`src/hdl/lru_page_replacement_unit_macros.svh`:
```
// ----------------------------------------------------------------------------
// lru_page_replacement_unit_macros
// Assertion helpers shared by the lru page replacement rtl.
// ----------------------------------------------------------------------------
// each macro expects clk and arst_n to be visible where it is used
`ifndef LRU_PAGE_REPLACEMENT_UNIT_MACROS_SVH
`define LRU_PAGE_REPLACEMENT_UNIT_MACROS_SVH

// condition holds at every clock edge out of reset
`define LRU_ASSERT_ALWAYS(label, cond, msg) \
	label: assert property (@(posedge clk) disable iff (!arst_n) (cond)) \
		else $error(msg);

// consequent holds in the same cycle as the antecedent
`define LRU_ASSERT_IMPLY(label, ante, cons, msg) \
	label: assert property (@(posedge clk) disable iff (!arst_n) (ante) |-> (cons)) \
		else $error(msg);

// consequent holds in the cycle after the antecedent
`define LRU_ASSERT_NEXT(label, ante, cons, msg) \
	label: assert property (@(posedge clk) disable iff (!arst_n) (ante) |=> (cons)) \
		else $error(msg);

`endif

```
`src/hdl/lru_pkg.sv`:
```
// ----------------------------------------------------------------------------
// lru_pkg
// Shared widths, reset values and the decision record passed from the
// frame selection logic to the frame store.
// ----------------------------------------------------------------------------
package lru_pkg;

	localparam int PAGE_BITS = 16;
	localparam int FRAME_W   = 3;
	localparam int CFG_W     = 4;
	localparam int COUNT_W   = 16;

	localparam logic [CFG_W-1:0] CFG_RESET = 4'd8;

	typedef logic [PAGE_BITS-1:0] page_t;
	typedef logic [COUNT_W-1:0]   count_t;

	typedef struct packed {
		logic fault;  // page not resident
		logic fill;   // fault served by an empty frame
		logic evict;  // fault served by replacing the oldest frame
	} decision_t;

endpackage

```
`src/hdl/lru_page_replacement_unit.sv`:
```
// ----------------------------------------------------------------------------
// lru_page_replacement_unit
// Least recently used page replacement over a small set of page frames.
// ----------------------------------------------------------------------------
// Usage:
//   A request is taken at a rising edge with start high and busy low; busy
//   stays low, so a new page reference may be issued every cycle.
//   The request is registered, looked up against all frames in parallel and
//   the frame store, fault counter and result registers update at the next
//   edge. done is high for one cycle with fault, frame, evicted_valid,
//   evicted_page and fault_total from the edge after the request was taken.
//   Throughput is one request per cycle, set by the parallel compare and rank
//   update over MAX_FRAMES frames. There is no output back-pressure: a result
//   is lost if not sampled during its done cycle. frames_in_use is written
//   through cfg_valid/cfg_ready/cfg_data; the user must write it only while no
//   request is in flight, which the block itself does not enforce. cfg_ready
//   is always high.
//   Reset (arst_n low) empties all frames, clears ranks and the fault count,
//   sets frames_in_use to 8 and drops any request in flight.
// ----------------------------------------------------------------------------
`include "lru_page_replacement_unit_macros.svh"

module lru_page_replacement_unit import lru_pkg::*; #(
	parameter int MAX_FRAMES = 8
) (
	input  logic              clk,
	input  logic              arst_n,
	input  logic              start,
	output logic              busy,
	input  page_t             page,
	input  logic              cfg_valid,
	output logic              cfg_ready,
	input  logic [CFG_W-1:0]  cfg_data,
	output logic              done,
	output logic              fault,
	output logic [FRAME_W-1:0] frame,
	output logic              evicted_valid,
	output page_t             evicted_page,
	output count_t            fault_total
);

	localparam int IDX_W = (MAX_FRAMES > 1) ? $clog2(MAX_FRAMES) : 1;

	logic [CFG_W-1:0]      frames_in_use_q;
	logic                  valid_s1;
	page_t                 page_s1;
	count_t                fault_count_q;
	count_t                fault_count_nxt;

	page_t                 pages  [MAX_FRAMES];
	logic [MAX_FRAMES-1:0] valid;
	logic [IDX_W-1:0]      rank   [MAX_FRAMES];
	logic [MAX_FRAMES-1:0] active;
	decision_t             dec;
	logic [IDX_W-1:0]      frame_idx;
	page_t                 evict_page;
	logic [IDX_W+FRAME_W-1:0] frame_wide;

	logic                  done_s2;
	logic                  fault_s2;
	logic [FRAME_W-1:0]    frame_s2;
	logic                  evicted_valid_s2;
	page_t                 evicted_page_s2;
	count_t                fault_total_s2;

	assign busy      = 1'b0;
	assign cfg_ready = 1'b1;

	always_ff @(posedge clk or negedge arst_n) begin
		if (!arst_n) begin
			frames_in_use_q <= CFG_RESET;
		end else if (cfg_valid && cfg_ready) begin
			frames_in_use_q <= cfg_data;
		end
	end

	// request register
	always_ff @(posedge clk or negedge arst_n) begin
		if (!arst_n) begin
			valid_s1 <= 1'b0;
		end else begin
			valid_s1 <= start && !busy;
		end
	end

	always_ff @(posedge clk) begin
		if (start && !busy) begin
			page_s1 <= page;
		end
	end

	lru_select #(
		.MAX_FRAMES (MAX_FRAMES),
		.IDX_W      (IDX_W)
	) u_select (
		.page          (page_s1),
		.frames_in_use (frames_in_use_q),
		.pages         (pages),
		.valid         (valid),
		.rank          (rank),
		.active        (active),
		.dec           (dec),
		.frame_idx     (frame_idx),
		.evicted_page  (evict_page)
	);

	lru_frames #(
		.MAX_FRAMES (MAX_FRAMES),
		.IDX_W      (IDX_W)
	) u_frames (
		.clk       (clk),
		.arst_n    (arst_n),
		.update    (valid_s1),
		.dec       (dec),
		.frame_idx (frame_idx),
		.active    (active),
		.page      (page_s1),
		.pages     (pages),
		.valid     (valid),
		.rank      (rank)
	);

	// saturating fault count
	always_comb begin
		fault_count_nxt = fault_count_q;
		if (dec.fault && (fault_count_q != '1)) begin
			fault_count_nxt = fault_count_q + 1'b1;
		end
	end

	always_ff @(posedge clk or negedge arst_n) begin
		if (!arst_n) begin
			fault_count_q <= '0;
		end else if (valid_s1) begin
			fault_count_q <= fault_count_nxt;
		end
	end

	assign frame_wide = {{FRAME_W{1'b0}}, frame_idx};

	// result register
	always_ff @(posedge clk or negedge arst_n) begin
		if (!arst_n) begin
			done_s2 <= 1'b0;
		end else begin
			done_s2 <= valid_s1;
		end
	end

	always_ff @(posedge clk) begin
		if (valid_s1) begin
			fault_s2         <= dec.fault;
			frame_s2         <= frame_wide[FRAME_W-1:0];
			evicted_valid_s2 <= dec.evict;
			evicted_page_s2  <= evict_page;
			fault_total_s2   <= fault_count_nxt;
		end
	end

	assign done          = done_s2;
	assign fault         = fault_s2;
	assign frame         = frame_s2;
	assign evicted_valid = evicted_valid_s2;
	assign evicted_page  = evicted_page_s2;
	assign fault_total   = fault_total_s2;

	`LRU_ASSERT_IMPLY(a_done_from_request, done, $past(start, 2), "result without a request")
	`LRU_ASSERT_NEXT(a_count_monotonic, 1'b1, fault_count_q >= $past(fault_count_q), "count fell")
	`LRU_ASSERT_IMPLY(a_evict_needs_fault, done && evicted_valid, fault, "eviction reported on a hit")
	`LRU_ASSERT_IMPLY(a_hit_no_evict_page, done && !fault, evicted_page == '0, "evicted page on a hit")

endmodule

```
`src/hdl/lru_select.sv`:
```
// ----------------------------------------------------------------------------
// lru_select
// Parallel lookup over all frames: hit search, first empty frame and the
// least recently used victim, producing the frame to use for a request.
// ----------------------------------------------------------------------------
module lru_select import lru_pkg::*; #(
	parameter int MAX_FRAMES = 8,
	parameter int IDX_W      = 3
) (
	input  page_t                   page,
	input  logic [CFG_W-1:0]        frames_in_use,
	input  page_t                   pages   [MAX_FRAMES],
	input  logic [MAX_FRAMES-1:0]   valid,
	input  logic [IDX_W-1:0]        rank    [MAX_FRAMES],
	output logic [MAX_FRAMES-1:0]   active,
	output decision_t               dec,
	output logic [IDX_W-1:0]        frame_idx,
	output page_t                   evicted_page
);

	logic             hit_any;
	logic             empty_any;
	logic [IDX_W-1:0] hit_idx;
	logic [IDX_W-1:0] empty_idx;
	logic [IDX_W-1:0] vic_idx;
	logic [IDX_W-1:0] vic_rank;

	// frame 0 is always managed; counts above the frame total clamp naturally
	always_comb begin
		for (int j = 0; j < MAX_FRAMES; j++) begin
			active[j] = (j == 0) || (32'(frames_in_use) > j);
		end
	end

	// descending scans so the lowest matching index wins
	always_comb begin
		hit_any   = 1'b0;
		hit_idx   = '0;
		empty_any = 1'b0;
		empty_idx = '0;
		for (int j = MAX_FRAMES - 1; j >= 0; j--) begin
			if (active[j] && valid[j] && (pages[j] == page)) begin
				hit_any = 1'b1;
				hit_idx = IDX_W'(j);
			end
			if (active[j] && !valid[j]) begin
				empty_any = 1'b1;
				empty_idx = IDX_W'(j);
			end
		end
	end

	// oldest managed frame, lowest index on equal ranks
	always_comb begin
		vic_idx  = '0;
		vic_rank = rank[0];
		for (int j = 1; j < MAX_FRAMES; j++) begin
			if (active[j] && (rank[j] > vic_rank)) begin
				vic_idx  = IDX_W'(j);
				vic_rank = rank[j];
			end
		end
	end

	always_comb begin
		dec.fault = !hit_any;
		dec.fill  = !hit_any && empty_any;
		dec.evict = !hit_any && !empty_any;
		if (hit_any) begin
			frame_idx = hit_idx;
		end else if (empty_any) begin
			frame_idx = empty_idx;
		end else begin
			frame_idx = vic_idx;
		end
		evicted_page = dec.evict ? pages[vic_idx] : '0;
	end

endmodule

```
`src/hdl/lru_frames.sv`:
```
// ----------------------------------------------------------------------------
// lru_frames
// Frame store: page numbers, valid marks and recency ranks, updated once
// per request from the selection decision.
// ----------------------------------------------------------------------------
module lru_frames import lru_pkg::*; #(
	parameter int MAX_FRAMES = 8,
	parameter int IDX_W      = 3
) (
	input  logic                    clk,
	input  logic                    arst_n,
	input  logic                    update,
	input  decision_t               dec,
	input  logic [IDX_W-1:0]        frame_idx,
	input  logic [MAX_FRAMES-1:0]   active,
	input  page_t                   page,
	output page_t                   pages   [MAX_FRAMES],
	output logic [MAX_FRAMES-1:0]   valid,
	output logic [IDX_W-1:0]        rank    [MAX_FRAMES]
);

	localparam logic [IDX_W-1:0] RANK_TOP = IDX_W'(MAX_FRAMES - 1);

	page_t                 pages_q [MAX_FRAMES];
	logic [MAX_FRAMES-1:0] valid_q;
	logic [IDX_W-1:0]      rank_q  [MAX_FRAMES];
	logic [IDX_W-1:0]      limit;
	logic [MAX_FRAMES-1:0] age;

	// a fill ages every other valid managed frame, a hit or replacement only the younger ones
	always_comb begin
		limit = rank_q[frame_idx];
		for (int j = 0; j < MAX_FRAMES; j++) begin
			age[j] = (IDX_W'(j) != frame_idx) && active[j] && valid_q[j]
				&& (dec.fill || (rank_q[j] < limit)) && (rank_q[j] < RANK_TOP);
		end
	end

	always_ff @(posedge clk or negedge arst_n) begin
		if (!arst_n) begin
			valid_q <= '0;
			for (int j = 0; j < MAX_FRAMES; j++) begin
				rank_q[j] <= '0;
			end
		end else if (update) begin
			if (dec.fill) begin
				valid_q[frame_idx] <= 1'b1;
			end
			for (int j = 0; j < MAX_FRAMES; j++) begin
				if (IDX_W'(j) == frame_idx) begin
					rank_q[j] <= '0;
				end else if (age[j]) begin
					rank_q[j] <= rank_q[j] + 1'b1;
				end
			end
		end
	end

	// page numbers are only looked at while the frame is valid
	always_ff @(posedge clk) begin
		if (update && dec.fault) begin
			pages_q[frame_idx] <= page;
		end
	end

	assign pages = pages_q;
	assign valid = valid_q;
	assign rank  = rank_q;

endmodule
```
`config.mk`:
```
export PLATFORM = sky130hd
export DESIGN_NAME = lru_page_replacement_unit
export DESIGN_NICKNAME = d
export VERILOG_FILES = /design/src/hdl/lru_pkg.sv /design/src/hdl/lru_page_replacement_unit.sv /design/src/hdl/lru_select.sv /design/src/hdl/lru_frames.sv
export VERILOG_INCLUDE_DIRS = /design/src /design/src/hdl
export SDC_FILE = /design/constraint.sdc
export NUM_CORES = 1
export LEC_CHECK = 0
export ABC_AREA = 1
export BUFFER_PORTS_ARGS = -buffer_cell sky130_fd_sc_hd__buf_2
export CAP_MARGIN = 20
export CORE_ASPECT_RATIO = 1.75
export CORE_MARGIN = 2
export CORE_UTILIZATION = 45
export CTS_CLUSTER_DIAMETER = 120
export DETAILED_ROUTE_END_ITERATION = 7
export SLEW_MARGIN = 20
export SYNTH_ARGS = -nofsm -noshare
export SYNTH_HDL_FRONTEND = slang
export SYNTH_HIERARCHICAL = 1
export SYNTH_SLANG_ARGS = --single-unit
export TNS_END_PERCENT = 1
```
`constraint.sdc`:
```
create_clock -name clk -period 15.6 [get_ports clk]
set_input_delay 1.56 -clock clk [delete_from_list [all_inputs] [get_ports clk]]
set_output_delay 1.56 -clock clk [all_outputs]
set_load 0.02 [all_outputs]
```
==> metrics.yaml <==
post_cts_buffers: 0
rsz0062_at_grt: "false"
met1_usage_pct: 28.64
ant_nets: 0
hold-worst-slack_ps: 518.9
wl_per_cell_um: 20.88
slew_viol_final: 0
synth_seq_area_share_pct: 50.25
ctsHoldBuffers: 0
grt.total_usage_pct: 26.37
fillers: 2858
reg2reg_depth: 65
hpwlAfterDp_mm: 29.66
multi_input_area_sq_mm: 0.005823
dr_total_vias: 11100
fmax_mhz: 83.12
cpMostUsedCell: "nand2_1"
cts_buffers: 24
place_area_sq_mm: 0.01412
worst_slack_ps: 3569
avgSynthCellArea_sq_um: 8.992
vias_per_cell: 5.673
die_area_sq_mm: 0.03147
crit_path_end_kind: "flop"
final_area_sq_mm: 0.01494
wirelength_mm: 40.84
async_flop_share_pct: 22.98
slew_headroom_pct: 28.47
slowest_stage: "o21ai_0"
cp_max_fo: 66
ys_warn_count: 6
syn_area_sq_mm: 0.01351
initial_core_util_pct: 45.80
port_buffers: 61
ios: 64
tns_ps: 0
grt_start_max_net_pins: 69
final_layout_size_suffix_gt1_share_pct: 15.25
drcViolationCount: 0
max_stage_delay_ps: 830
cap_violations: 0
antenna_found_initial: 0
seq_area_sq_mm: 0.006792
hp-class: "flop to flop"
root_buffer: "clkbuf_16"
cts_resized: 0
min_period_over_period_pct: 77.12
top_usage_layer: "met2"
arrival_ps: 12450
worst_slew_pin_slew_ps: 1062
yosys.cell_types.count: 57
synthesis.nets: 1564
setup_violations: 0
grt_pass1_vias: 10820
synth_seq_cells: 235
synthFlopType: "edfxtp_1"
hp-start: "u_frames/valid[6]"
cp-start-kind: "flop"
outcome: "finished clean"
die_y_um: 233.2
clkSinkCount: 235
grt_pass1_wl_mm: 62.73
path_clk_slew_ps: 60
use_met2_pct: 47.46
pre_cts_slack_ps: 3700
synthCells: 1502
drt_iter0_drc: 1039
num_antenna_cells: 0
synth_edf_count: 181
layout_min_cycle_time_ps: 12030
firstDrtPassIters: 5
fp.coreArea_sq_mm: 0.02949
required_ps: 16020
insertion_delay_ps: 550
hold_viol_final: 0
finalNetCount: 1618
reg2reg_slack_ps: 3570
clock_path_buffers: 3
r2r_start: "u_frames/rank[23]"
syn2layout_area_growth_pct: 10.62
use_met3_pct: 2.778
die_x_um: 135.0
cts_max_level: 1
worst-setup-path-type: "flop to flop"
gp_congestion: 0.9418
holdPathStages: 1
rows: 83
crit_path_start: "u_frames/rank[23]"
cts_tree: "done"
overflow: 0
finalClockSkew_ps: 20.93
==> registers in the layout, indices dropped and copies added (netlist names) <==
signal and cells:
u_frames/pages 128, u_frames/rank 24, evicted_page 16, fault_count_q 16
fault_total 16, page_s1 16, u_frames/valid 8, frames_in_use_q 4
frame 3, done 1, evicted_valid 1, fault 1
valid_s1 1
==> metrics by stage <==
stage | util (%) | cells
after floorplan | - | 1502
after global placement | 47.87 | 1912
after detailed placement | 47.87 | 1912
after CTS | 50.66 | 1956
after global routing | 50.66 | 1956
final | 50.66 | 1956
==> cell type report <==
| type | instances | share of cell area (%) |
|---|---|---|
| clock inverter | 12 | 1.072 |
| sequential | 235 | 45.46 |
| inverter | 143 | 3.626 |
| tap | 382 | 3.199 |
| clock buffer | 32 | 4.422 |
| multi-input combinational | 1067 | 38.97 |
| timing repair buffer | 85 | 3.249 |
==> synthesized netlist by cell type (9+ instances only) <==
library cell	count	area share, %
nand2_1	364	10
nand3_1	249	9.2
edfxtp_1	181	40
inv_1	128	3.6
nor2_1	64	1.8
dfrtp_1	53	9.8
o21ai_0	52	1.9
nand2_2	45	2.1
ha_1	38	3.5
xor2_1	29	1.9
clkbuf_1	25	0.69
o22ai_1	25	1.2
a21oi_1	24	0.89
or2_2	17	0.79
nand4_1	15	0.69
nor4_1	14	0.65
xnor2_1	14	0.91
buf_6	13	1.1
a221oi_1	10	0.65
and2_1	9	0.42
inv_2	9	0.25
nand3_2	9	0.67
nor3_1	9	0.33
==> critical path: cells and delay by family, from the launching register on <==
| family | cells | cell delay (ps) |
|---|---|---|
| flip-flops | 1 | 510 |
| AO/OA/AOI/OAI | 15 | 3550 |
| adder cells (fa/ha/maj) | 8 | 2530 |
| AND/OR/NAND/NOR | 35 | 3870 |
| buffers and inverters | 7 | 1430 |
==> layer usage <==
| metal | share of wire [%] | vias up |
|---|---|---|
| met5 | 0 | - |
| met4 | 8.0 | 0 |
| met3 | 4.9 | 140 |
| met2 | 51 | 469 |
| met1 | 36 | 5238 |
| li1 | - | 5249 |
==> final timing paths <==
| path | to |
|---|---|
| worst max register to register | u_frames/rank[10] |
| worst min-delay path | u_frames/valid[6] |
| worst min register to register | u_frames/valid[6] |
| min in group asynchronous | u_frames/rank[10] |
| worst max-delay path | u_frames/rank[10] |
| max in group asynchronous | valid_s1 |
==> logic make-up after synthesis <==
group                    count (synthesis)  synth area share, %
other                                    3              0.08337
adder cells (fa/ha/maj)                 38                3.520
buffers and inverters                  200                6.670
AO/OA/AOI/OAI                          155                7.309
multiplexers                             4               0.3335
XOR/XNOR                                44                2.909
AND/OR/NAND/NOR                        823                28.92
flip-flops                             235                50.25
==> placed cells by master, fill, tap and decap left out, drive strengths merged, types with 6 or more instances in the layout <==
master     n
nand4     16
a21oi     25
o2111ai    6
xnor2     14
o21ai     54
nor4      14
o22ai     25
or2       17
edfxtp   181
and2       9
clkbuf    32
clkinv     8
nor3       9
xor2      30
ha        38
nand2    416
o21bai     8
nor2      78
a221oi    10
dfrtp     53
inv      140
nand3    261
buf       85
Power is left out: the tool's default activity adds up to more than one toggle a clock period on the data nets, which glitch-free logic cannot reach.
